File: src/design/otq_pkg.sv
// Package for the ordered timer queue: command and status codes, sizes, states.
// No dependencies.
`default_nettype none
package otq_pkg;
   localparam int NUM_SLOTS = 16;
   localparam int SLOT_W = 4;
   localparam logic [31:0] WINDOW_RESET = 32'd3600000;

   typedef enum logic [2:0] {
      CMD_ADD = 3'd0, CMD_CANCEL = 3'd1, CMD_REFRESH = 3'd2,
      CMD_RESET = 3'd3, CMD_EXPIRE = 3'd4, CMD_QUERY = 3'd5,
      CMD_BAD6 = 3'd6, CMD_BAD7 = 3'd7
   } cmd_type;

   typedef enum logic [1:0] {
      ST_OK = 2'd0, ST_INACTIVE = 2'd1, ST_FULL = 2'd2, ST_NONE = 2'd3
   } status_type;

   typedef enum logic [2:0] {
      S_IDLE, S_SCAN, S_DECIDE, S_EMIT, S_WAIT
   } state_type;
endpackage
`default_nettype wire

File: src/design/otq_scan.sv
// Shared compare unit: walks the slots one per cycle while step is high and keeps the earliest
// candidate by deadline, ties to the lower slot. Uses otq_pkg.
`default_nettype none
module otq_scan import otq_pkg::*; (
   input  wire logic              clock,
   input  wire logic              start,
   input  wire logic              step,
   input  wire logic [SLOT_W-1:0] idx,
   input  wire logic              cand,
   input  wire logic [63:0]       dl,
   output logic                   found,
   output logic [SLOT_W-1:0]      best,
   output logic [63:0]            best_dl
);
   logic              found_ff;
   logic [SLOT_W-1:0] best_ff;
   logic [63:0]       dl_ff;
   logic              take;

   // strict less keeps the lower slot on ties since slots go upwards
   assign take = cand && (!found_ff || start || dl < dl_ff);

   always_ff @(posedge clock) begin
      if (start) begin
         found_ff <= 1'b0;
      end else if (step && take) begin
         found_ff <= 1'b1;
         best_ff  <= idx;
         dl_ff    <= dl;
      end
   end
   assign found = found_ff;
   assign best = best_ff;
   assign best_dl = dl_ff;
endmodule
`default_nettype wire

File: src/design/ordered_timer_queue_top.sv
// Top level of the ordered timer queue: slot table, sequencer, result register.
// Depends on otq_pkg and otq_scan.
//
//  channel | dir | transfer when          | payload
//  req     | in  | req_tvalid&req_tready  | tdata: cmd,slot,period_ms,recurring,restart_now,now_ms
//  rsp     | out | rsp_tvalid&rsp_tready  | tdata: status,slot_out,remaining_ms,lead_flag; tlast
//  csr     | in  | csr_we                 | rollover_window_ms
//
// Add, reset and query take one compare pass over the 16 slots, one slot a cycle: the
// result loads after decode, scan and emit. Cancel, refresh and the short cases
// load it from decode, without a pass. Expire makes a pass for the due set, then one
// pass per expired timer, each of which loads one result, the last with tlast set.
// reset is synchronous; the table marks clear and the window returns to 3600000.
// A stalled result holds; the next pass or command waits until the result leaves.
`default_nettype none
module ordered_timer_queue_top import otq_pkg::*; (
   input  wire logic         clock,
   input  wire logic         reset,
   input  wire logic         req_tvalid,
   output logic              req_tready,
   // cmd[2:0], slot[6:3], period_ms[38:7], recurring[39], restart_now[40],
   // now_ms[104:41], zero [111:105]
   input  wire logic [111:0] req_tdata,
   output logic              rsp_tvalid,
   input  wire logic         rsp_tready,
   // status[1:0], slot_out[5:2], remaining_ms[69:6], lead_flag[70], zero [71]
   output logic [71:0]       rsp_tdata,
   output logic              rsp_tlast,
   input  wire logic         csr_we,
   input  wire logic [31:0]  csr_wdata
);
   logic [63:0]          dl_ff [NUM_SLOTS];
   logic [31:0]          per_ff [NUM_SLOTS];
   logic [NUM_SLOTS-1:0] rep_ff, act_ff, due_ff, due_in;
   logic                 notice_ff, notice_in;
   logic [63:0]          prev_ff, prev_in;
   logic [31:0]          win_ff;
   state_type            st_ff, st_in;
   cmd_type              cmd_ff;
   logic [SLOT_W-1:0]    slot_ff;
   logic [31:0]          p_ff;
   logic                 rec_ff, fnow_ff;
   logic [63:0]          now_ff;
   logic [SLOT_W:0]      idx_ff, idx_in;
   logic [1:0]           ost_ff, ost_in;
   logic [SLOT_W-1:0]    oslot_ff, oslot_in;
   logic [63:0]          orem_ff, orem_in;
   logic                 ofront_ff, ofront_in, olast_ff, olast_in;
   logic                 ovalid_ff, ovalid_in;
   logic                 front_pass_ff, front_pass_in;

   // single table write port
   logic              wr_dl_en, wr_per_en, wr_rep_en, wr_act_en, wr_act;
   logic [SLOT_W-1:0] wr_slot;
   logic [63:0]       wr_dl;

   logic              sc_start, sc_step, sc_cand, sc_found;
   logic [SLOT_W-1:0] sc_best, sc_idx;
   logic [63:0]       sc_dl, sc_best_dl;

   assign sc_idx = idx_ff[SLOT_W-1:0];
   assign sc_dl = dl_ff[sc_idx];
   assign sc_cand = (cmd_ff == CMD_EXPIRE && !front_pass_ff) ? due_ff[sc_idx]
                                                             : act_ff[sc_idx];
   assign sc_step = (st_ff == S_SCAN);
   assign sc_start = (st_ff == S_IDLE) || (st_ff == S_EMIT);

   otq_scan u_scan (
      .clock(clock), .start(sc_start), .step(sc_step), .idx(sc_idx),
      .cand(sc_cand), .dl(sc_dl), .found(sc_found), .best(sc_best),
      .best_dl(sc_best_dl)
   );

   assign req_tready = (st_ff == S_IDLE) && !ovalid_ff;
   assign rsp_tvalid = ovalid_ff;
   assign rsp_tdata = {1'b0, ofront_ff, orem_ff, oslot_ff, ost_ff};
   assign rsp_tlast = olast_ff;

   // lowest free slot
   logic              slot_live;
   logic [SLOT_W-1:0] free_slot;
   logic              has_free;
   assign slot_live = act_ff[slot_ff];
   always_comb begin
      free_slot = '0;
      has_free = 1'b0;
      for (int i = NUM_SLOTS - 1; i >= 0; i--) begin
         if (!act_ff[i]) begin
            free_slot = SLOT_W'(i);
            has_free = 1'b1;
         end
      end
   end

   // rollover test and last expired timer
   logic [63:0] roll_lim;
   logic        roll;
   logic        due_last;
   assign roll_lim = prev_ff - {32'd0, win_ff};
   assign roll = (now_ff < prev_ff) && (now_ff < roll_lim);
   assign due_last = (due_ff & ~(NUM_SLOTS'(1) << sc_best)) == '0;

   // sequencer: next state, result register and table writes
   always_comb begin
      st_in = st_ff;
      idx_in = idx_ff;
      front_pass_in = front_pass_ff;
      due_in = due_ff;
      notice_in = notice_ff;
      prev_in = prev_ff;
      ost_in = ost_ff;
      oslot_in = oslot_ff;
      orem_in = orem_ff;
      ofront_in = ofront_ff;
      olast_in = olast_ff;
      ovalid_in = ovalid_ff && !rsp_tready;
      wr_slot = slot_ff;
      wr_dl = '0;
      wr_dl_en = 1'b0;
      wr_per_en = 1'b0;
      wr_rep_en = 1'b0;
      wr_act_en = 1'b0;
      wr_act = 1'b0;
      case (st_ff)
         S_IDLE: begin
            if (req_tvalid && req_tready) st_in = S_DECIDE;
         end
         S_DECIDE: begin
            // apply the command, then, unless it finishes here, scan for the front or for due timers
            idx_in = '0;
            front_pass_in = 1'b1;
            st_in = S_SCAN;
            ost_in = ST_OK;
            oslot_in = slot_ff;
            orem_in = '0;
            ofront_in = 1'b0;
            olast_in = 1'b1;
            case (cmd_ff)
               CMD_ADD: begin
                  if (!has_free) begin
                     ost_in = ST_FULL; oslot_in = '0;
                     ovalid_in = 1'b1; st_in = S_IDLE;
                  end else begin
                     wr_slot = free_slot;
                     wr_dl = now_ff + {32'd0, p_ff};
                     wr_dl_en = 1'b1;
                     wr_per_en = 1'b1;
                     wr_rep_en = 1'b1;
                     wr_act_en = 1'b1;
                     wr_act = 1'b1;
                     oslot_in = free_slot;
                  end
               end
               CMD_CANCEL: begin
                  if (!slot_live) ost_in = ST_INACTIVE;
                  else wr_act_en = 1'b1;
                  ovalid_in = 1'b1; st_in = S_IDLE;
               end
               CMD_REFRESH: begin
                  if (!slot_live) ost_in = ST_INACTIVE;
                  else begin
                     wr_dl = now_ff + {32'd0, per_ff[slot_ff]};
                     wr_dl_en = 1'b1;
                  end
                  ovalid_in = 1'b1; st_in = S_IDLE;
               end
               CMD_RESET: begin
                  if (p_ff == per_ff[slot_ff] && !fnow_ff) begin
                     ovalid_in = 1'b1; st_in = S_IDLE;
                  end else if (!slot_live) begin
                     ost_in = ST_INACTIVE; ovalid_in = 1'b1; st_in = S_IDLE;
                  end else begin
                     wr_per_en = 1'b1;
                     wr_dl_en = 1'b1;
                     wr_dl = (fnow_ff ? now_ff
                        : dl_ff[slot_ff] - {32'd0, per_ff[slot_ff]}) + {32'd0, p_ff};
                  end
               end
               CMD_EXPIRE, CMD_QUERY: ;
               default: st_in = S_IDLE;
            endcase
         end
         S_SCAN: begin
            // the first pass also marks the due set, one slot a cycle
            idx_in = idx_ff + 1'b1;
            if (front_pass_ff) due_in[sc_idx] = act_ff[sc_idx] && (roll || sc_dl <= now_ff);
            if (idx_ff == (SLOT_W+1)'(NUM_SLOTS - 1)) st_in = S_EMIT;
         end
         S_EMIT: begin
            ost_in = ST_OK;
            orem_in = '0;
            ofront_in = 1'b0;
            olast_in = 1'b1;
            st_in = S_IDLE;
            case (cmd_ff)
               CMD_ADD, CMD_RESET: begin
                  if (sc_best == oslot_ff && !notice_ff) begin
                     ofront_in = 1'b1; notice_in = 1'b1;
                  end
                  ovalid_in = 1'b1;
               end
               CMD_QUERY: begin
                  notice_in = 1'b0;
                  oslot_in = '0;
                  orem_in = !sc_found ? '1
                     : (now_ff >= sc_best_dl) ? 64'd0 : sc_best_dl - now_ff;
                  ovalid_in = 1'b1;
               end
               default: begin
                  if (front_pass_ff) begin
                     // empty table leaves the previous time alone
                     if (!sc_found) begin
                        ost_in = ST_NONE; oslot_in = '0; ovalid_in = 1'b1;
                     end else begin
                        prev_in = now_ff;
                        if (due_ff == '0) begin
                           ost_in = ST_NONE; oslot_in = '0; ovalid_in = 1'b1;
                        end else begin
                           front_pass_in = 1'b0;
                           st_in = S_WAIT;
                        end
                     end
                  end else begin
                     // emit one expired timer, then look for the next
                     due_in[sc_best] = 1'b0;
                     wr_slot = sc_best;
                     if (rep_ff[sc_best]) begin
                        wr_dl = now_ff + {32'd0, per_ff[sc_best]};
                        wr_dl_en = 1'b1;
                     end else wr_act_en = 1'b1;
                     oslot_in = sc_best;
                     olast_in = due_last;
                     ovalid_in = 1'b1;
                     if (!due_last) st_in = S_WAIT;
                  end
               end
            endcase
         end
         S_WAIT: begin
            // hold the next pass until the result register is free
            if (!ovalid_ff || rsp_tready) begin
               idx_in = '0;
               st_in = S_SCAN;
            end
         end
         default: st_in = S_IDLE;
      endcase
   end

   // state, table and other reset registers
   always_ff @(posedge clock) begin
      if (reset) begin
         st_ff <= S_IDLE;
         act_ff <= '0;
         rep_ff <= '0;
         notice_ff <= 1'b0;
         prev_ff <= '0;
         win_ff <= WINDOW_RESET;
         ovalid_ff <= 1'b0;
         for (int i = 0; i < NUM_SLOTS; i++) begin
            dl_ff[i] <= '0;
            per_ff[i] <= '0;
         end
      end else begin
         st_ff <= st_in;
         notice_ff <= notice_in;
         prev_ff <= prev_in;
         ovalid_ff <= ovalid_in;
         if (csr_we) win_ff <= csr_wdata;
         if (wr_dl_en) dl_ff[wr_slot] <= wr_dl;
         if (wr_per_en) per_ff[wr_slot] <= p_ff;
         if (wr_rep_en) rep_ff[wr_slot] <= rec_ff;
         if (wr_act_en) act_ff[wr_slot] <= wr_act;
      end
   end

   // command capture and sequencer datapath
   always_ff @(posedge clock) begin
      idx_ff <= idx_in;
      front_pass_ff <= front_pass_in;
      due_ff <= due_in;
      ost_ff <= ost_in;
      oslot_ff <= oslot_in;
      orem_ff <= orem_in;
      ofront_ff <= ofront_in;
      olast_ff <= olast_in;
      if (req_tvalid && req_tready) begin
         cmd_ff  <= cmd_type'(req_tdata[2:0]);
         slot_ff <= req_tdata[6:3];
         p_ff    <= req_tdata[38:7];
         rec_ff  <= req_tdata[39];
         fnow_ff <= req_tdata[40];
         now_ff  <= req_tdata[104:41];
      end
   end
endmodule
`default_nettype wire
File: config.mk
export PLATFORM = sky130hd
export DESIGN_NAME = ordered_timer_queue_top
export DESIGN_NICKNAME = d
export VERILOG_FILES = /design/src/design/otq_pkg.sv /design/src/design/otq_scan.sv /design/src/design/ordered_timer_queue_top.sv
export SDC_FILE = /design/constraint.sdc
export NUM_CORES = 2
export LEC_CHECK = 0
export BUFFER_PORTS_ARGS = -buffer_cell sky130_fd_sc_hd__buf_2
export CAP_MARGIN = 20
export CORE_MARGIN = 3
export CORE_UTILIZATION = 40
export DETAILED_ROUTE_END_ITERATION = 6
export PLACE_DENSITY_LB_ADDON = 0.2
export SYNTH_ARGS = -nofsm -noshare
export SYNTH_HDL_FRONTEND = slang
export SYNTH_HIERARCHICAL = 1
export SYNTH_SLANG_ARGS = --single-unit
File: constraint.sdc
create_clock -name clock -period 8.8 [get_ports clock]
set_clock_uncertainty 0.05 [all_clocks]
set_input_delay 0.44 -clock clock [delete_from_list [all_inputs] [get_ports clock]]
set_output_delay 0.44 -clock clock [all_outputs]
set_load 0.02 [all_outputs]
**Yosys cells after proc, flatten, opt, wreduce, memory -nomap -nowiden**

Memory sizes are Yosys's and may differ from the RTL's. A register that Yosys moved wholly into a read port is not among the register bits.
Cells that the tools add are included.

- Input port bits: 149
- Memory bits (writable): 1536
- Bits in read-only memories: 0
- Bits in latches: 0
- Register bits after elaboration: 401
- Word-level logic and storage cells: 281
- Memories: 2
- Output and inout bits: 75

- Divide/modulo/power cells: 0
- Multipliers: 0
- $add $sub $neg: 8
- Bitwise operators: 6
- Multiplexer cells: 161
- Magnitude comparators: 12
- Eq/ne operators: 21
- Shift-type cells: 1
- Reduce and logical (&&, ||, !) cells: 46

Memory list:

| memory | depth | bits a word | rd ports | clocked after memory_dff | wr ports | line | RTL |
|---|---|---|---|---|---|---|---|
| dl_ff | 16 | 64 | 2 | 2 | 16 | ordered_timer_queue_top.sv:32 | `logic [63:0] dl_ff [NUM_SLOTS];` |
| per_ff | 16 | 32 | 2 | 2 | 16 | ordered_timer_queue_top.sv:33 | `logic [31:0] per_ff [NUM_SLOTS];` |

Operators with widths:

| cell | number |
|---|---|
| 64-bit 2-to-1 mux | 12 |
| 64-bit by 32-bit adder with 64-bit output | 4 |
| 64-bit one-hot mux with 2 select lines | 2 |
| 64-bit less-than comparator | 3 |
| 64-bit one-hot mux with 3 select lines | 1 |
| 64-bit by 32-bit subtractor with 64-bit output | 2 |
| 4-bit 2-to-1 mux | 31 |
| 1-bit 2-to-1 mux | 66 |
| 64-bit greater-or-equal comparator | 1 |
| 64-bit less-or-equal comparator | 1 |
| 64-bit OR reduction | 1 |
| 64-bit subtractor | 1 |
| 16-bit bitwise mux | 3 |
| 16-bit 2-to-1 mux | 3 |
| 16-bit AND | 2 |
| 32-bit == test | 1 |
| 16-bit logical NOT | 2 |
| 32-bit 2-to-1 mux | 1 |
| 16-bit inverter | 2 |
| 16-bit one-hot mux with 2 select lines | 1 |
| 32-bit OR reduction | 1 |
| 3-bit 2-to-1 mux | 8 |
| 4-bit one-hot mux with 2 select lines | 3 |
| 4-bit by 5-bit less-than comparator with 1-bit output (second input constant) | 4 |
| 33 further kinds | 99 |

**Longest topological paths before layout**

- Depth after elaboration: 24
- Mapped depth: 42
- Depth with buffers taken out: 31

**Modules after synthesis**

The synthesis kept the hierarchy.

By module, submodules not included:

| module | area each (um2) | cells an instance | sequential area each (um2) | times used |
|---|---|---|---|---|
| ordered_timer_queue_top | 115653.4 | 9588 | 54922.7 | 1 |
| otq_scan | 3674.8 | 298 | 2062.0 | 1 |

**Worst setup path before layout**

No wires, ideal clock.

- Kind: register to register
- Start: reg (tool-made name)
- End: mem dl_ff[9][45] (data pin)
- Period minus slack after synthesis: 9368 ps
- Library setup time: 266 ps
- Stages on the path, launching flop included: 39
- Arrival time: 9052 ps
- Data required time: 8484 ps
- Setup slack: -568 ps
- Buffers on the path: 12
- Path through: dfxtp_1 > buf_6 > buf_12 > buf_12 > buf_12 > buf_12 > buf_12 > buf_4 > buf_2 > buf_2 > buf_1 > buf_1 > mux4_2 > mux4_2 > ha_1 > o21a_1 > o31a_1 > a41oi_1 > [... 3 more ...] > nand2b_1 > xor2_1 > nand2_1 > o21ai_0 > ha_1 > o21ai_0 > nor2b_1 > nor3_1 > or2_2 > o2111ai_1 > o31ai_1 > o2111a_1 > nor3b_1 > nand3_1 > xnor2_1 > a221oi_1 > buf_2 > nor2_1

RTL lines:

| item | line |
|---|---|
| to (decl) | ordered_timer_queue_top.sv:32 |

==> results by group <==
Setup path
  • Worst setup EP type: register
  • Largest incremental delay on the critical path: around 0.57 ns
  • Critical path data arrival time: roughly 9 ns
  • Crit Path Class: reg -> reg
  • End of the worst register-to-register path: dl_ff[3][54]
  • Required time worst endpoint: 9.39 ns
  • Worst setup SP type: register
  • Critical path peak fanout: 26
  • Worst-case register-to-register setup slack: approximately 0.34 ns
  • Register-to-Register Path Depth: 29
  • Slowest CP cell: sky130_fd_sc_hd__o21ai_0

Clock network
  • Buffers inserted by post-CTS timing repair: 0
  • Insertion delay of the later-clocked pin in the worst-skew pair: about 0.95 ns
  • Sink count of the clock tree: 1945
  • CTS tree: built
  • Cell chosen for the clock root: sky130_fd_sc_hd__clkbuf_16
  • Max Buffers Root-to-Sink: 4
  • H-tree depth: 4
  • Num CTS Buffers: 218
  • Clk slew on worst S/H paths: 0.06 ns

Timing
  • Top achievable clock speed: 118 MHz
  • Number of hold violations in the final report: 0
  • Count of final max-slew check failures: 0
  • Max transition margin: 0.199
  • Final setup slack of the worst path: 0.338 ns
  • Final cycle utilization of the critical path: 0.962
  • Slew at the pin with the worst max-slew slack: 1.20 ns
  • Accumulated negative setup slack: 0 ns
  • Setup repair after global routing missed its margin: no
  • Setup violations, final: 0
  • Final Critical Period: 8.46 ns

Routing
  • Iteration-0 DRC count of the detailed router: about 13000
  • DRT antenna net count: 0
  • Post-detailed-route DRC marker count: 2
  • Total via count after detailed routing: 91100
  • Wirelength per Cell: ~33 µm
  • TritonRoute pass-1 iters: 7
  • Aggregate routed wire length: 466000 µm
  • Via density per instance: 6.39

Yosys
  • Number of distinct library cells after synthesis: 101
  • Most numerous cell types in the synthesized netlist: sky130_fd_sc_hd__edfxtp_1, sky130_fd_sc_hd__nor2_1, sky130_fd_sc_hd__mux4_2, sky130_fd_sc_hd__nand2_1, sky130_fd_sc_hd__a21oi_1
  • Cell count after synthesis: 9886
  • Number of enable flip-flop cells after synthesis: 1803
  • Cell with the most instances after synthesis: sky130_fd_sc_hd__edfxtp_1
  • Synthesized Nets: 10600
  • Count of synthesis-stage warnings from yosys: 6
  • Ranking of synthesized cells by area: sky130_fd_sc_hd__edfxtp_1, sky130_fd_sc_hd__mux4_2, sky130_fd_sc_hd__ha_1
  • Sequential cell area fraction in the yosys report: 0.478
  • Top flip-flop cell by instance count after synthesis: sky130_fd_sc_hd__edfxtp_1
  • Flip-flop and latch count after synthesis: slightly below 2000
  • Fraction of synthesized cell area taken by the top area cell type: 0.454
  • Synthesized area per cell: 12.1 µm²
  • Largest area contributor in the synthesized netlist: sky130_fd_sc_hd__edfxtp_1
  • Fraction of registers with async set/reset: 0
  • Synthesized cell area: between 0.1 and 0.15 mm²

GRT
  • Vias in the first global route: 89000
  • GRT Util Overall: 0.297
  • Overall overflow remaining after global route: 0
  • Initial antenna violation count: 23
  • Pin count of the biggest net entering global routing: 101
  • Wire length of the first global-routing pass: 656000 µm

Finish
  • Final standard cell utilization of the core: 0.459
  • Post-route design area: 0.135 mm²
  • Share of post-route cells with drive strength above 1: 0.192
  • Signed area change from the synthesized netlist to the final layout: 13.5%
  • NumNets Final: roughly 11000

Placed design
  • Post-placement setup slack: 0.271 ns
  • Placement-stage cell area: about 0.13 mm²
  • Post-detail-place hpwl: about 310000 µm
  • Buffers on Ports: 215
  • Routability congestion estimate from global placement: 0.959

Min path
  • Hold Path Cell Cnt: 2
  • Worst hold path class: in -> reg
  • Terminating pin of the worst hold path: st_ff[2]
  • Launch instance of the worst min-delay path: reset

Outcome
  • Run status: finished with violations
  • Violated checks: DRC

Floorplanning
  • DIE HEIGHT: about 550 µm
  • Initial core utilization: 0.404
  • Horizontal die dimension: between 500 and 600 µm
  • I/O pin cnt: 224
  • Count of standard-cell rows: 199
  • Standard cell core area: 0.295 mm²
  • DIE AREA: 0.305 mm²

Power and ir drop
  • Highest ir drop seen on vdd: around 0.18 mV
  • Leakage dissipation: 49.1 nW
  • Power Dens Cells: 216 mW/mm²

Job
  • Max-cap violations: 0
==> how the worst max path moves through the flow <==
stage | from | cells after the start | endpoint
after floorplan | register | 37 | dl_ff[9][50]
after detailed placement | register | 28 | dl_ff[12][52]
final | register | 29 | dl_ff[3][54]
after global routing | register | 32 | dl_ff[9][58]
after global placement | register | 28 | dl_ff[5][55]
after CTS | register | 28 | dl_ff[8][52]
==> stage by stage <==
stage                     total power [mW]  instances  hold slack, ns
final                                 29.2      14300          0.0377
after global routing                  30.2      14200          0.0656
after CTS                             29.1      14200         0.00123
after detailed placement              19.9      13700           0.397
after global placement                19.8      13700           0.392
after floorplan                       16.7       9886           0.383
==> layout by cell type (no fill, tap or decap), drive strengths merged, types with 136 or more instances in the layout <==
master	Yosys	layout
and2	464	464
a21o	237	237
nor3	205	205
buf	234	585
a21oi	601	601
dlygate4sd3	0	138
clkbuf	449	276
o21ai	325	325
inv	359	364
nand3	136	136
dfxtp	142	142
edfxtp	1803	1803
nor2	1297	1297
mux4	911	911
nand2	611	611
xnor2	224	224
ha	518	518
==> area by class of cell <==
| class | count | area [µm²] |
|---|---|---|
| antenna | 15 | 37.5 |
| clock buffer | 276 | 5780 |
| clock inverter | 117 | 1150 |
| fill | 26400 | 160000 |
| inverter | 366 | 1390 |
| multi-input combinational | 6892 | 58700 |
| sequential | 1945 | 57000 |
| tap | 3919 | 4900 |
| timing repair buffer | 723 | 6420 |
==> where the power goes <==
part / internal [mW] / leakage, nW / switching, mW / total, mW
sequential: 10.5 / 19.5 / 0.451 / 10.9
clock: 5.23 / 3.38 / 3.89 / 9.13
combinational: 3.56 / 26.2 / 5.59 / 9.15
total: 19.3 / 49.1 / 9.93 / 29.2
==> layer usage <==
metal  track usage  wire length, µm  vias up  share of wire
li1              -                -    38200              -
met1         0.409           186000    46300           0.40
met2         0.451           205000     5640           0.44
met3        0.0747            54400      931           0.12
met4         0.115            20700        0          0.044
met5             0                0        -              0
==> what timing repair did <==
action	4_1_cts	5_1_grt
hold buffers	138	0
endpoints found under the setup margin	0	127
gates resized for setup	0	7
hold endpoints to repair	143	0
==> flip-flops by register name, summed over array words and instances (netlist names), 2 cells and up, named ones only <==
name,flops
per_ff,512
dl_ff,1024
due_ff,16
slot_ff,4
prev_ff,64
idx_ff,5
u_scan/best,4
st_ff,3
orem_ff,64
p_ff,32
u_scan/best_dl,64
now_ff,64
win_ff,32
ost_ff,2
oslot_ff,4
cmd_ff,3
act_ff,16
rep_ff,16
==> logic make-up (layout without fill, tap and decap cells) <==
| logic type | Yosys count | in the layout | share of synthesized area |
|---|---|---|---|
| AND/OR/NAND/NOR | 3194 | 3194 | 0.126 |
| adder cells (fa/ha/maj) | 525 | 525 | 0.0555 |
| AO/OA/AOI/OAI | 1786 | 1786 | 0.0959 |
| XOR/XNOR | 328 | 328 | 0.0241 |
| multiplexers | 1058 | 1058 | 0.185 |
| other | 1 | 16 | 0.0000314 |
| flip-flops | 1945 | 1945 | 0.478 |
| buffers and inverters | 1049 | 1482 | 0.0363 |
==> worst max-delay path: cells and delay by family (launching register included) <==
kind	cells	cell delay, ns
multiplexers	2	1.06
flip-flops	1	0.55
adder cells (fa/ha/maj)	3	0.89
buffers and inverters	5	1.10
AND/OR/NAND/NOR	8	1.44
AO/OA/AOI/OAI	10	2.76
XOR/XNOR	1	0.25
(Power assumes the default switching activity.)
